<file path="src/itp_pkg.sv">
// Shared types and constants of the integer text parser.
`default_nettype none

package itp_pkg;

   localparam int BASE_W  = 6;
   localparam int CHAR_W  = 8;
   localparam int VALUE_W = 64;
   localparam int END_W   = 12;
   localparam int DIGIT_W = 7;
   localparam int PROD_W  = VALUE_W + BASE_W;

   localparam logic [END_W-1:0] END_MAX = '1;

   // Character codes
   localparam logic [CHAR_W-1:0] CH_TAB     = 8'h09;
   localparam logic [CHAR_W-1:0] CH_LF      = 8'h0A;
   localparam logic [CHAR_W-1:0] CH_VT      = 8'h0B;
   localparam logic [CHAR_W-1:0] CH_FF      = 8'h0C;
   localparam logic [CHAR_W-1:0] CH_CR      = 8'h0D;
   localparam logic [CHAR_W-1:0] CH_SPACE   = 8'h20;
   localparam logic [CHAR_W-1:0] CH_PLUS    = 8'h2B;
   localparam logic [CHAR_W-1:0] CH_MINUS   = 8'h2D;
   localparam logic [CHAR_W-1:0] CH_ZERO    = 8'h30;
   localparam logic [CHAR_W-1:0] CH_NINE    = 8'h39;
   localparam logic [CHAR_W-1:0] CH_UPPER_A = 8'h41;
   localparam logic [CHAR_W-1:0] CH_UPPER_X = 8'h58;
   localparam logic [CHAR_W-1:0] CH_UPPER_Z = 8'h5A;
   localparam logic [CHAR_W-1:0] CH_LOWER_A = 8'h61;
   localparam logic [CHAR_W-1:0] CH_LOWER_X = 8'h78;
   localparam logic [CHAR_W-1:0] CH_LOWER_Z = 8'h7A;

   // Letter to digit value offsets: 'A' - 10 and 'a' - 10
   localparam logic [CHAR_W-1:0] UPPER_OFFSET = 8'd55;
   localparam logic [CHAR_W-1:0] LOWER_OFFSET = 8'd87;

   localparam logic [DIGIT_W-1:0] NO_DIGIT = 7'd64;

   localparam logic [BASE_W-1:0] BASE_AUTO = 6'd0;
   localparam logic [BASE_W-1:0] BASE_OCT  = 6'd8;
   localparam logic [BASE_W-1:0] BASE_DEC  = 6'd10;
   localparam logic [BASE_W-1:0] BASE_HEX  = 6'd16;

   localparam logic [PROD_W-1:0] LIMIT_POS = PROD_W'(64'h7FFF_FFFF_FFFF_FFFF);
   localparam logic [PROD_W-1:0] LIMIT_NEG = PROD_W'(64'h8000_0000_0000_0000);

   localparam logic [VALUE_W-1:0] VALUE_MAX = 64'h7FFF_FFFF_FFFF_FFFF;
   localparam logic [VALUE_W-1:0] VALUE_MIN = 64'h8000_0000_0000_0000;

   typedef enum logic [2:0] {
      PH_IDLE,
      PH_SPACE,
      PH_SIGNED,
      PH_ZERO,
      PH_DIGITS,
      PH_DONE
   } phase_type;

   typedef struct packed {
      logic              start_of_text;
      logic [CHAR_W-1:0] char_code;
   } req_word_type;

   typedef struct packed {
      logic signed [VALUE_W-1:0] parsed_value;
      logic [END_W-1:0]          end_index;
      logic                      overflowed;
      logic                      digits_found;
   } rsp_word_type;

   typedef struct packed {
      logic               blank;
      logic               minus;
      logic               plus;
      logic               zero;
      logic               hex_mark;
      logic [DIGIT_W-1:0] digit;
   } char_class_type;

   typedef struct packed {
      logic              live;
      logic              eval;
      logic              set_neg;
      logic              zero_digit;
      logic              is_digit;
      logic [BASE_W-1:0] base;
   } step_ctrl_type;

endpackage

`default_nettype wire

</file>
<file path="src/itp_char_decode.sv">
// Character classifier: blank, sign, prefix marks and digit value.
`default_nettype none

module itp_char_decode (
   input  wire logic [itp_pkg::CHAR_W-1:0] char_code,
   output itp_pkg::char_class_type         char_class
);
   import itp_pkg::*;

   always_comb begin
      char_class.blank    = (char_code == CH_SPACE) || (char_code == CH_TAB) ||
                            (char_code == CH_CR) || (char_code == CH_LF) ||
                            (char_code == CH_FF) || (char_code == CH_VT);
      char_class.minus    = (char_code == CH_MINUS);
      char_class.plus     = (char_code == CH_PLUS);
      char_class.zero     = (char_code == CH_ZERO);
      char_class.hex_mark = (char_code == CH_LOWER_X) || (char_code == CH_UPPER_X);
      priority if (char_code >= CH_ZERO && char_code <= CH_NINE) begin
         char_class.digit = DIGIT_W'(char_code - CH_ZERO);
      end else if (char_code >= CH_UPPER_A && char_code <= CH_UPPER_Z) begin
         char_class.digit = DIGIT_W'(char_code - UPPER_OFFSET);
      end else if (char_code >= CH_LOWER_A && char_code <= CH_LOWER_Z) begin
         char_class.digit = DIGIT_W'(char_code - LOWER_OFFSET);
      end else begin
         char_class.digit = NO_DIGIT;
      end
   end

endmodule

`default_nettype wire

</file>
<file path="src/itp_parse_step.sv">
// Parse state and the per-character step: prefix handling, multiply-add, saturation.
`default_nettype none

module itp_parse_step #(
   parameter int MAX_CHARS = 4096
) (
   input  wire logic                       clock,
   input  wire logic                       reset,
   input  wire logic                       step_en,
   input  wire itp_pkg::req_word_type      word,
   input  wire logic [itp_pkg::BASE_W-1:0] number_base,
   output logic                            emit,
   output itp_pkg::rsp_word_type           result
);
   import itp_pkg::*;

   localparam int PW = $clog2(MAX_CHARS);
   localparam int XW = PW + END_W;
   localparam logic [PW-1:0] POS_LAST = PW'(MAX_CHARS - 1);

   char_class_type     cls;
   step_ctrl_type      ctrl;
   logic               start;

   phase_type          phase_ff, phase_in;
   logic               neg_ff, neg_in;
   logic [VALUE_W-1:0] mag_ff, mag_in;
   logic [BASE_W-1:0]  base_ff;
   logic               seen_ff, seen_in;
   logic               ovf_ff, ovf_in;
   logic [PW-1:0]      pos_ff, pos_in;

   logic [VALUE_W-1:0] mag_cur;
   logic [PROD_W-1:0]  prod;
   logic [PROD_W-1:0]  limit;
   logic [XW-1:0]      pos_ext;

   assign start = word.start_of_text;

   itp_char_decode u_decode (
      .char_code  (word.char_code),
      .char_class (cls)
   );

   // Next phase and step control
   always_comb begin : next_phase
      phase_type ph;
      logic      stop;
      ph         = start ? PH_SPACE : phase_ff;
      stop       = 1'b0;
      ctrl       = '0;
      ctrl.base  = start ? number_base : base_ff;
      ctrl.live  = (ph == PH_SPACE) || (ph == PH_SIGNED) || (ph == PH_ZERO) ||
                   (ph == PH_DIGITS);
      if (!ctrl.live) begin
         stop = 1'b1;
      end
      if (!stop && ph == PH_SPACE) begin
         if (cls.blank) begin
            stop = 1'b1;
         end else begin
            ph = PH_SIGNED;
            if (cls.minus) begin
               ctrl.set_neg = 1'b1;
               stop         = 1'b1;
            end else if (cls.plus) begin
               stop = 1'b1;
            end
         end
      end
      if (!stop) begin
         if (ph == PH_SIGNED) begin
            if ((ctrl.base == BASE_AUTO || ctrl.base == BASE_HEX) && cls.zero) begin
               ph   = PH_ZERO;
               stop = 1'b1;
            end else begin
               if (ctrl.base == BASE_AUTO) begin
                  ctrl.base = BASE_DEC;
               end
               ph = PH_DIGITS;
            end
         end else if (ph == PH_ZERO) begin
            ph = PH_DIGITS;
            if (cls.hex_mark) begin
               ctrl.base = BASE_HEX;
               stop      = 1'b1;
            end else begin
               // the leading zero counts as a digit once no x follows
               ctrl.base       = (ctrl.base == BASE_AUTO) ? BASE_OCT : BASE_HEX;
               ctrl.zero_digit = 1'b1;
            end
         end
      end
      ctrl.is_digit = cls.digit < DIGIT_W'(ctrl.base);
      if (!stop) begin
         ctrl.eval = 1'b1;
         if (!ctrl.is_digit) begin
            ph = PH_DONE;
         end
      end
      phase_in = ph;
   end

   assign mag_cur = start ? '0 : mag_ff;
   assign prod    = PROD_W'(mag_cur) * PROD_W'(ctrl.base) + PROD_W'(cls.digit);

   // Datapath and result
   always_comb begin : step_data
      neg_in  = (start ? 1'b0 : neg_ff) | ctrl.set_neg;
      mag_in  = mag_cur;
      seen_in = (start ? 1'b0 : seen_ff) | ctrl.zero_digit;
      ovf_in  = start ? 1'b0 : ovf_ff;
      priority if (start) begin
         pos_in = '0;
      end else if (ctrl.live && pos_ff != POS_LAST) begin
         pos_in = pos_ff + PW'(1);
      end else begin
         pos_in = pos_ff;
      end
      limit = neg_in ? LIMIT_NEG : LIMIT_POS;
      emit  = 1'b0;
      if (ctrl.eval) begin
         if (ctrl.is_digit) begin
            seen_in = 1'b1;
            if (!ovf_in) begin
               if (prod > limit) begin
                  ovf_in = 1'b1;
               end else begin
                  mag_in = prod[VALUE_W-1:0];
               end
            end
         end else begin
            emit = 1'b1;
         end
      end
      pos_ext = XW'(pos_in);
      result  = '0;
      if (seen_in) begin
         if (ovf_in) begin
            result.parsed_value = neg_in ? VALUE_MIN : VALUE_MAX;
         end else begin
            result.parsed_value = neg_in ? (VALUE_W'(0) - mag_in) : mag_in;
         end
         result.end_index = (pos_ext > XW'(END_MAX)) ? END_MAX : pos_ext[END_W-1:0];
      end
      result.overflowed   = seen_in & ovf_in;
      result.digits_found = seen_in;
   end

   always_ff @(posedge clock) begin
      if (reset) begin
         phase_ff <= PH_IDLE;
      end else if (step_en) begin
         phase_ff <= phase_in;
      end
   end

   always_ff @(posedge clock) begin
      if (step_en) begin
         neg_ff  <= neg_in;
         mag_ff  <= mag_in;
         base_ff <= ctrl.base;
         seen_ff <= seen_in;
         ovf_ff  <= ovf_in;
         pos_ff  <= pos_in;
      end
   end

endmodule

`default_nettype wire

</file>
<file path="src/integer_text_parser.sv">
// A result word is registered from the step when the step takes the character that ends the number.
// Throughput: one character per cycle while no result waits; the step (64x6 multiply-add, limit compare)
//   sits between the input register and the result register.
// A waiting result holds the step; intake stops while the input register holds a word the step cannot take.
// Reset (synchronous, active high) empties both registers, sets the parse idle
//   and clears the base register to 0.
`default_nettype none

module integer_text_parser #(
   parameter int MAX_CHARS = 4096
) (
   input  wire logic                       clock,
   input  wire logic                       reset,
   input  wire logic                       req_valid,
   output logic                            req_ready,
   input  wire itp_pkg::req_word_type      req_word,
   output logic                            rsp_valid,
   input  wire logic                       rsp_ready,
   output itp_pkg::rsp_word_type           rsp_word,
   input  wire logic                       csr_valid,
   output logic                            csr_ready,
   input  wire logic [itp_pkg::BASE_W-1:0] csr_number_base
);
   import itp_pkg::*;

   logic              in_valid_ff, in_valid_in;
   req_word_type      in_word_ff;
   logic              rsp_valid_ff, rsp_valid_in;
   rsp_word_type      rsp_word_ff;
   logic [BASE_W-1:0] base_ff;
   logic              step_en;
   logic              emit;
   rsp_word_type      result;

   assign csr_ready = 1'b1;

   // advance the input word when the result slot is free or draining
   assign step_en     = in_valid_ff && (!rsp_valid_ff || rsp_ready);
   assign req_ready   = !in_valid_ff || step_en;
   assign in_valid_in = req_ready ? req_valid : in_valid_ff;

   always_comb begin
      priority if (step_en && emit) begin
         rsp_valid_in = 1'b1;
      end else if (rsp_ready) begin
         rsp_valid_in = 1'b0;
      end else begin
         rsp_valid_in = rsp_valid_ff;
      end
   end

   itp_parse_step #(
      .MAX_CHARS (MAX_CHARS)
   ) u_step (
      .clock       (clock),
      .reset       (reset),
      .step_en     (step_en),
      .word        (in_word_ff),
      .number_base (base_ff),
      .emit        (emit),
      .result      (result)
   );

   always_ff @(posedge clock) begin
      if (reset) begin
         in_valid_ff  <= 1'b0;
         rsp_valid_ff <= 1'b0;
         base_ff      <= BASE_AUTO;
      end else begin
         in_valid_ff  <= in_valid_in;
         rsp_valid_ff <= rsp_valid_in;
         if (csr_valid) begin
            base_ff <= csr_number_base;
         end
      end
   end

   always_ff @(posedge clock) begin
      if (req_valid && req_ready) begin
         in_word_ff <= req_word;
      end
      if (step_en && emit) begin
         rsp_word_ff <= result;
      end
   end

   assign rsp_valid = rsp_valid_ff;
   assign rsp_word  = rsp_word_ff;

endmodule

`default_nettype wire

</file>
<file path="config.mk">
export PLATFORM = sky130hd
export DESIGN_NAME = integer_text_parser
export DESIGN_NICKNAME = d
export VERILOG_FILES = /design/src/itp_pkg.sv /design/src/itp_char_decode.sv /design/src/itp_parse_step.sv /design/src/integer_text_parser.sv
export SDC_FILE = /design/constraint.sdc
export NUM_CORES = 1
export LEC_CHECK = 0
export ABC_AREA = 1
export BUFFER_PORTS_ARGS = -buffer_cell sky130_fd_sc_hd__buf_2
export CAP_MARGIN = 30
export CORE_ASPECT_RATIO = 1.4
export CORE_MARGIN = 5
export CORE_UTILIZATION = 35
export DETAILED_ROUTE_END_ITERATION = 16
export PLACE_DENSITY = 0.53
export SYNTH_ARGS = -nofsm -noshare
export SYNTH_HDL_FRONTEND = slang
export SYNTH_SLANG_ARGS = --single-unit
</file>
<file path="constraint.sdc">
create_clock -name clock -period 9.4 [get_ports clock]
set_input_delay 2.35 -clock clock [delete_from_list [all_inputs] [get_ports clock]]
set_output_delay 2.35 -clock clock [all_outputs]
set_load 0.02 [all_outputs]
</file>
Yosys cells after proc, flatten, opt, wreduce, memory -nomap -nowiden --
Cells that the tools add are included.
Word-level totals: register bits after elaboration 183, input port bits 20, output and inout bits 81, logic and storage cells 139
Cells by class: magnitude comparators 8, multipliers 1, reduce and logical (&&, ||, !) cells 25, equality and inequality tests 19, muxes and demuxes 61, add/subtract/negate cells 6, bitwise operators 3
Operators with widths (count):
- 2-to-1 mux 64 bit | 9
- adder 70 x 7 -> 70 bit | 1
- greater-than comparator 70 bit | 1
- multiplier 64 x 6 -> 70 bit | 1
- subtractor 1 x 64 -> 64 bit (first input constant) | 1
- 2-to-1 mux 6 bit | 7
- == test 8 x 4 -> 1 bit (second input constant) | 5
- == test 8 x 6 -> 1 bit (second input constant) | 4
- 2-to-1 mux 1 bit | 30
- 2-to-1 mux 3 bit | 9
- 2-to-1 mux 12 bit | 2
- 2-to-1 mux 7 bit | 3
- == test 8 x 7 -> 1 bit (second input constant) | 2
- >= comparator 8 x 7 -> 1 bit (second input constant) | 2
- <= comparator 8 x 7 -> 1 bit (second input constant) | 2
- subtractor 7 x 6 -> 7 bit (second input constant) | 2
- adder 12 x 1 -> 12 bit (second input constant) | 1
- == test 3 x 2 -> 1 bit (second input constant) | 4
- logical OR 1 bit | 12
- != test 12 bit (second input constant) | 1
- logical AND 1 bit | 9
- >= comparator 8 x 6 -> 1 bit (second input constant) | 1
- <= comparator 8 x 6 -> 1 bit (second input constant) | 1
- less-than comparator 7 x 6 -> 1 bit | 1
- 10 further kinds | 12

Depth between registers and ports, before layout --
word-level depth 22, gate-level depth with buffers 72, mapped depth without buffers 71

Modules after synthesis --
A second synthesis with hierarchy kept.
Second synthesis, totals: cells, all modules 3795, area, all modules 26985.9 µm²
By module, submodules not included:
- itp_parse_step | cells an instance 3535, sequential area each 2612.5 µm², instances 1, area each 23397.4 µm²
- integer_text_parser | cells an instance 132, sequential area each 2772.7 µm², instances 1, area each 2927.8 µm²
- itp_char_decode | cells an instance 128, sequential area each 0.0 µm², instances 1, area each 660.6 µm²

Worst setup path after synthesis --
Ideal clock, no wire load.
path kind flip-flop to flip-flop, start point register in_word_ff[8] (netlist bit), end point register rsp_word_ff, in the netlist rsp_word[52], data pin, stages on the path, launching flop included 67, library setup time 253 ps, buffers on the path 5, required time 9147 ps, slack -27 ps, arrival 9174 ps, clock period less this slack 9427 ps, path through edfxtp_1 > buf_2 > inv_1 > clkbuf_1 > buf_1 > clkbuf_1 > or2_2 > o21ai_0 > inv_1 > nor2_1 > nor2_1 > o21ai_0 > nand2_1 > inv_1 > clkbuf_1 > nand2_1 > fa_1 > fa_1 > (+31 left out) > nand2_1 > nand2_1 > inv_1 > nor2_8 > o21ai_1 > nand2_1 > nand2_1 > inv_1 > ha_1 > nand2_1 > nor2_2 > nand3_1 > nor2_1 > nand4_1 > o21ai_1 > nand2_1 > nand2_1 > nor2_1
On the way: longest elaborated chain between the ends 21, elaborated cells between the ends (all ways) 63, classes of those cells 2 x add/sub; 1 x mul; 2 x order compare; 7 x eq/ne; 42 x mux; 2 x bitwise; 7 x reduce/logical
RTL lines:
- start, declared | line integer_text_parser.sv:27 | req_word_type in_word_ff;
- start signal, assigned | line integer_text_parser.sv:80 | in_word_ff <= req_word;
- 2-to-1 mux 3 bit | line itp_parse_step.sv:49 | ph = start ? PH_SPACE : phase_ff;
- == test 3 x 1 -> 1 bit or == test 3 x 2 -> 1 bit (tied branches) | line itp_parse_step.sv:53, itp_parse_step.sv:58
- logical OR 1 bit (3 in a row) | line itp_parse_step.sv:53 | ctrl.live = (ph == PH_SPACE) || (ph == PH_SIGNED) || (ph == PH_ZERO) ||
- logical AND 1 bit or 2-to-1 mux 1 bit (tied branches) | line itp_parse_step.sv:58, itp_parse_step.sv:55
- 2-to-1 mux 3 bit or 2-to-1 mux 1 bit (tied branches) | line itp_parse_step.sv:58, itp_parse_step.sv:66
- == test 3 x 2 -> 1 bit or 2-to-1 mux 1 bit (tied branches) | line itp_parse_step.sv:82, itp_parse_step.sv:63
- 2-to-1 mux 6 bit or 2-to-1 mux 1 bit (tied branches) | line itp_parse_step.sv:82, itp_parse_step.sv:59
- 2-to-1 mux 6 bit or 2-to-1 mux 1 bit (tied branches) | line itp_parse_step.sv:72, itp_parse_step.sv:58
- (+4 left out)
- 2-to-1 mux 64 bit | line itp_parse_step.sv:126 | if (prod > limit) begin
- 2-to-1 mux 64 bit | line itp_parse_step.sv:125 | if (!ovf_in) begin
- 2-to-1 mux 64 bit | line itp_parse_step.sv:123 | if (ctrl.is_digit) begin
- 2-to-1 mux 64 bit (*) | line itp_parse_step.sv:122 | if (ctrl.eval) begin
- net u_step.mag_in[1] | line itp_parse_step.sv:27 | logic [VALUE_W-1:0] mag_ff, mag_in;
- subtractor 1 x 64 -> 64 bit (*) | line itp_parse_step.sv:142 | result.parsed_value = neg_in ? (VALUE_W'(0) - mag_in) : mag_in;
- 2-to-1 mux 64 bit (*) | line itp_parse_step.sv:142
- 2-to-1 mux 64 bit (*) | line itp_parse_step.sv:139 | if (ovf_in) begin
- end signal, assigned | line integer_text_parser.sv:83 | rsp_word_ff <= result;
- end, declared | line integer_text_parser.sv:29 | rsp_word_type rsp_word_ff;
Mark *: on every way through the listed nets, which the timed path passes. The rest lies on a longest branch. A chain may end at the register's enable or synchronous reset.

Worst setup path after layout --
start point register in_word_ff[0] (netlist bit), end point register rsp_word_ff, in the netlist rsp_word[68], data pin
On the way: longest elaborated chain between the ends 22, elaborated cells between the ends (all ways) 79, classes of those cells 5 x add/sub; 1 x mul; 8 x order compare; 13 x eq/ne; 40 x mux; 2 x bitwise; 10 x reduce/logical
RTL lines:
- == test 8 x 6 -> 1 bit or == test 8 x 4 -> 1 bit (tied branches) | line itp_char_decode.sv:11 | char_class.blank = (char_code == CH_SPACE) || (char_code == CH_TAB) ||
- logical OR 1 bit (2 in a row) | line itp_char_decode.sv:11
- logical OR 1 bit (2 in a row) | line itp_char_decode.sv:12 | (char_code == CH_CR) || (char_code == CH_LF) ||
- logical OR 1 bit | line itp_char_decode.sv:13 | (char_code == CH_FF) || (char_code == CH_VT);
- 2-to-1 mux 3 bit | line itp_parse_step.sv:59 | if (cls.blank) begin
- 2-to-1 mux 3 bit | line itp_parse_step.sv:58 | if (!stop && ph == PH_SPACE) begin
- == test 3 x 2 -> 1 bit | line itp_parse_step.sv:82 | end else if (ph == PH_ZERO) begin
- 2-to-1 mux 6 bit | line itp_parse_step.sv:82
- (+5 left out)
- 2-to-1 mux 64 bit | line itp_parse_step.sv:126
- 2-to-1 mux 64 bit | line itp_parse_step.sv:125
- 2-to-1 mux 64 bit | line itp_parse_step.sv:123
- 2-to-1 mux 64 bit (*) | line itp_parse_step.sv:122
- net u_step.mag_in[1] | line itp_parse_step.sv:27
- subtractor 1 x 64 -> 64 bit (*) | line itp_parse_step.sv:142
- 2-to-1 mux 64 bit (*) | line itp_parse_step.sv:142
- 2-to-1 mux 64 bit (*) | line itp_parse_step.sv:139
Marks and branches as above.

==> results_dict.tcl <==
set metrics [dict create \
    yosys.area_share.xor_xnor 0.0224 \
    antenna_found_initial 1 \
    crit_path_start_kind "register" \
    synthSimpleGateAreaFrac 0.291 \
    cp.required_ns 9.62 \
    insertedDiodeCount 0 \
    synth_area_leaders "edfxtp_1 (20%), fa_1 (19%), nand2_1 (14%), ha_1 (11%), inv_1 (7.7%)" \
    synthDistinctLibCells 66 \
    max_slew.worst_pin.slew_ns 0.952 \
    wl_mm 99.6 \
    cpMaxStageDelayCell "fa_1" \
    period_share 1.00 \
    grt_pass1_wl_mm 149 \
    ir_drop_mv 0.154 \
    nNetsFinal 4913 \
    synth_common_cells "nand2_1 (966), inv_1 (540), nor2_1 (531)" \
    status "finished, final reports clean" \
    ys_async_sr_fraction 0 \
    synth_compound_area_frac 0.0815 \
    avgSynthCellArea_sq_um 7.29 \
    die_h_um 334 \
    numCtsBuffers 17 \
    cts_sinks 183 \
    hold_viol_final 0 \
    crit_top_cell "nand2_1" \
    hold_class "reg -> reg" \
    drc 0 \
    synthesis.instances 3593 \
    synth_nets 4092 \
    gp_congestion 0.926 \
    cts_root_buf "clkbuf_16" \
    die_w_um 241 \
    cts_max_level 4 \
    synth_enable_flop_cells 172 \
    reg2reg_from "in_word_ff[0]" \
    hp-start "u_step.phase_ff[1]" \
    drive_gt1_frac 0.366 \
    drt_iter0_markers 1417 \
    dieArea_sq_um 80500 \
    leakage_uw 0.0190 \
    setup_viol 0 \
    p_comb_frac 0.723 \
    grt_max_degree 69 \
    overflow 0 \
    timing.reg2reg.setup_slack_ns 0.0008 \
    drv_slew 0 \
    fin_crit_ns 9.40 \
    reg2reg_depth 64 \
    wl_per_cell_um 18.5 \
    muxShareOfSynthArea 0.00115 \
    worstReg2RegEnd "rsp_word[68]" \
    yosysWarnings 0 \
    holdPathEnd "u_step.phase_ff[1]" \
    rows 118 \
    cts_tree "yes" \
    switching_share 0.464 \
    drtPass1Iterations 7 \
    yosysTopAreaCell "edfxtp_1" \
    yosys.area.top_type_share 0.197 \
    p_int_uw 3340 \
    power.density_nw_per_um2 165 \
    timing.max_cap.violations 0 \
    synth.most_common_cell "nand2_1" \
    crit_type "reg -> reg" \
    clk_pin_slew_ns 0.08 \
    crit_path_max_fanout 7 \
    grt_pass1_vias 27500 \
    synth_area_sq_um 26200 \
    drtAntennaViolNets 0 \
    cts_buffer_depth 2 \
    synth_top_family_by_area "adder cells" \
    avgViaCountPerCell 5.00 \
    synth-seq-cells 183 \
    worstSkewPairLatency_ns 0.46 \
    cp.arrival_ns 9.62 \
    io_pins 101 \
    cts_hold_buffers 0 \
    rsz0062_at_grt "true" \
    fmax_mhz 106 \
    holdPathStages 2 \
    fin_worst_skew_ns 0.0110 \
    synth.yosys.seq_area_share 0.206 \
    cpPeakStageDelay_ns 0.60 \
    power_switching_uw 2890 \
    synthFlopType "edfxtp_1" \
    synth_adder_area_share 0.301 \
    dp.final_hpwl_mm 80.1 \
    track_usage 0.238 \
    start_util 0.353 \
    core_area_sq_um 74100 \
    timing.slew.headroom 0.366 \
    pwr-share-seq 0.159 \
    hold_ws_ns 0.467 \
    end_kind "register" \
    vias 26900 \
    area_delta_synth_final_pct 44.1 \
    fill_cells 7221 \
    port_buffers 99 \
    worst_slack_ns 0.000823 \
    dpl_worst_slack_ns -0.755 \
    clock_power_share 0.118 \
]
==> critical path: cells and delay by family, from the launching register on <==
kind	cells	cell delay (ns)
simple gates	32	2.50
xor+xnor	1	0.17
compound gates	10	1.76
buf+inv	13	1.62
flops	1	0.45
fa+ha+maj	8	2.63
==> layer usage <==
metal | vias to the layer above | part of all wire | track usage
li1 | 13000 | - | -
met1 | 12900 | 0.35 | 0.249
met2 | 745 | 0.54 | 0.455
met5 | - | 0 | 0
met3 | 335 | 0.030 | 0.0158
met4 | 0 | 0.084 | 0.145
==> through the flow <==
step                power (uW)   util  setup TNS (ns)  instances  cell area, sq um
CTS                       5650  0.471           -3.83       5337             34900
floorplan                 2860      -               0       3593             26200
detailed placement        4610  0.444          -37.24       5252             32900
finish                    6230  0.509               0       5387             37700
global placement          4610  0.444          -33.98       5252             32900
global route              6640  0.509          -27.49       5387             37700
==> power by group through the flow <==
stage	clock network (uW)	registers, uW	logic, uW
6_report	738	988	4500
5_1_grt	780	993	4870
4_1_cts	745	989	3920
3_5_place_dp	0	1010	3610
3_3_place_gp	0	1010	3600
2_1_floorplan	0	1030	1830
==> cell usage in the layout (no fill, tap or decap), types with 7 or more instances in the layout <==
master       n
buf_6       18
nor3_1      22
clkbuf_16   21
nor2_1     403
nand3_4      8
nor2_4      57
nand4_1     37
a21oi_2     45
xor2_1      31
nor4_1      11
a21oi_1    137
dfxtp_1     11
buf_2       99
xor2_2      11
a21oi_4     13
fa_1       245
inv_1      509
buf_12      19
nand3_1    111
edfxtp_1   172
o21ai_2     25
fa_2         8
o21ai_0     65
nand2_4     38
nor2_2      99
nand2_1    800
ha_1       145
clkinv_1     7
buf_4      748
xnor2_1     13
o211ai_1     7
inv_2       42
nand3_2     32
nand2_2    161
ha_4        78
nor3_2      11
o21ai_1     33
o21bai_1    10
==> layout make-up <==
class | count | area, sq um | area share
clock buffer | 18 | 429 | 0.0114
multi-input combinational | 2757 | 21600 | 0.572
clock inverter | 14 | 144 | 0.00381
sequential | 183 | 5390 | 0.143
tap | 960 | 1200 | 0.0318
timing repair buffer | 894 | 6880 | 0.182
inverter | 561 | 2120 | 0.0562
==> registers in the layout, summed over array words and instances, names as in the netlist <==
name and count:
rsp_word 78, u_step.mag_ff 64, u_step.pos_ff 12, in_word_ff 9, base_ff 6, u_step.base_ff 6
u_step.phase_ff 3, in_valid_ff 1, rsp_valid 1, u_step.neg_ff 1, u_step.ovf_ff 1, u_step.seen_ff 1
==> repair_timing <==
| item | in CTS | in global routing |
|---|---|---|
| endpoints found under the hold margin | 0 | 0 |
| cloned | 0 | 5 |
| resized for setup | 213 | 564 |
| endpoints found under the setup margin | 72 | 110 |
| buffers inserted | 53 | 48 |
| pin swaps | 93 | 298 |
==> how the worst max path moves through the flow <==
stage / start / end / slack [ns] / cells past startpoint
finish: in_word_ff[0] / rsp_word[68] / 0.0008 / 64
global route: in_word_ff[1] / rsp_word[37] / -0.59 / 59
CTS: in_word_ff[0] / rsp_word[52] / -0.18 / 59
detailed placement: in_word_ff[0] / rsp_word[43] / -0.75 / 65
global placement: in_word_ff[0] / rsp_word[59] / -0.71 / 62
floorplan: in_word_ff[8] / rsp_word[52] / 0.04 / 65
==> cell families (layout without fill, tap and decap cells) <==
family          count (synthesis)  in the layout
compound gates                385            385
xor+xnor                       67             67
fa+ha+maj                     479            479
buf+inv                       653           1487
flops                         183            183
mux                             3              3
other cells                     1              1
simple gates                 1822           1822
(Power assumes the default switching activity.)
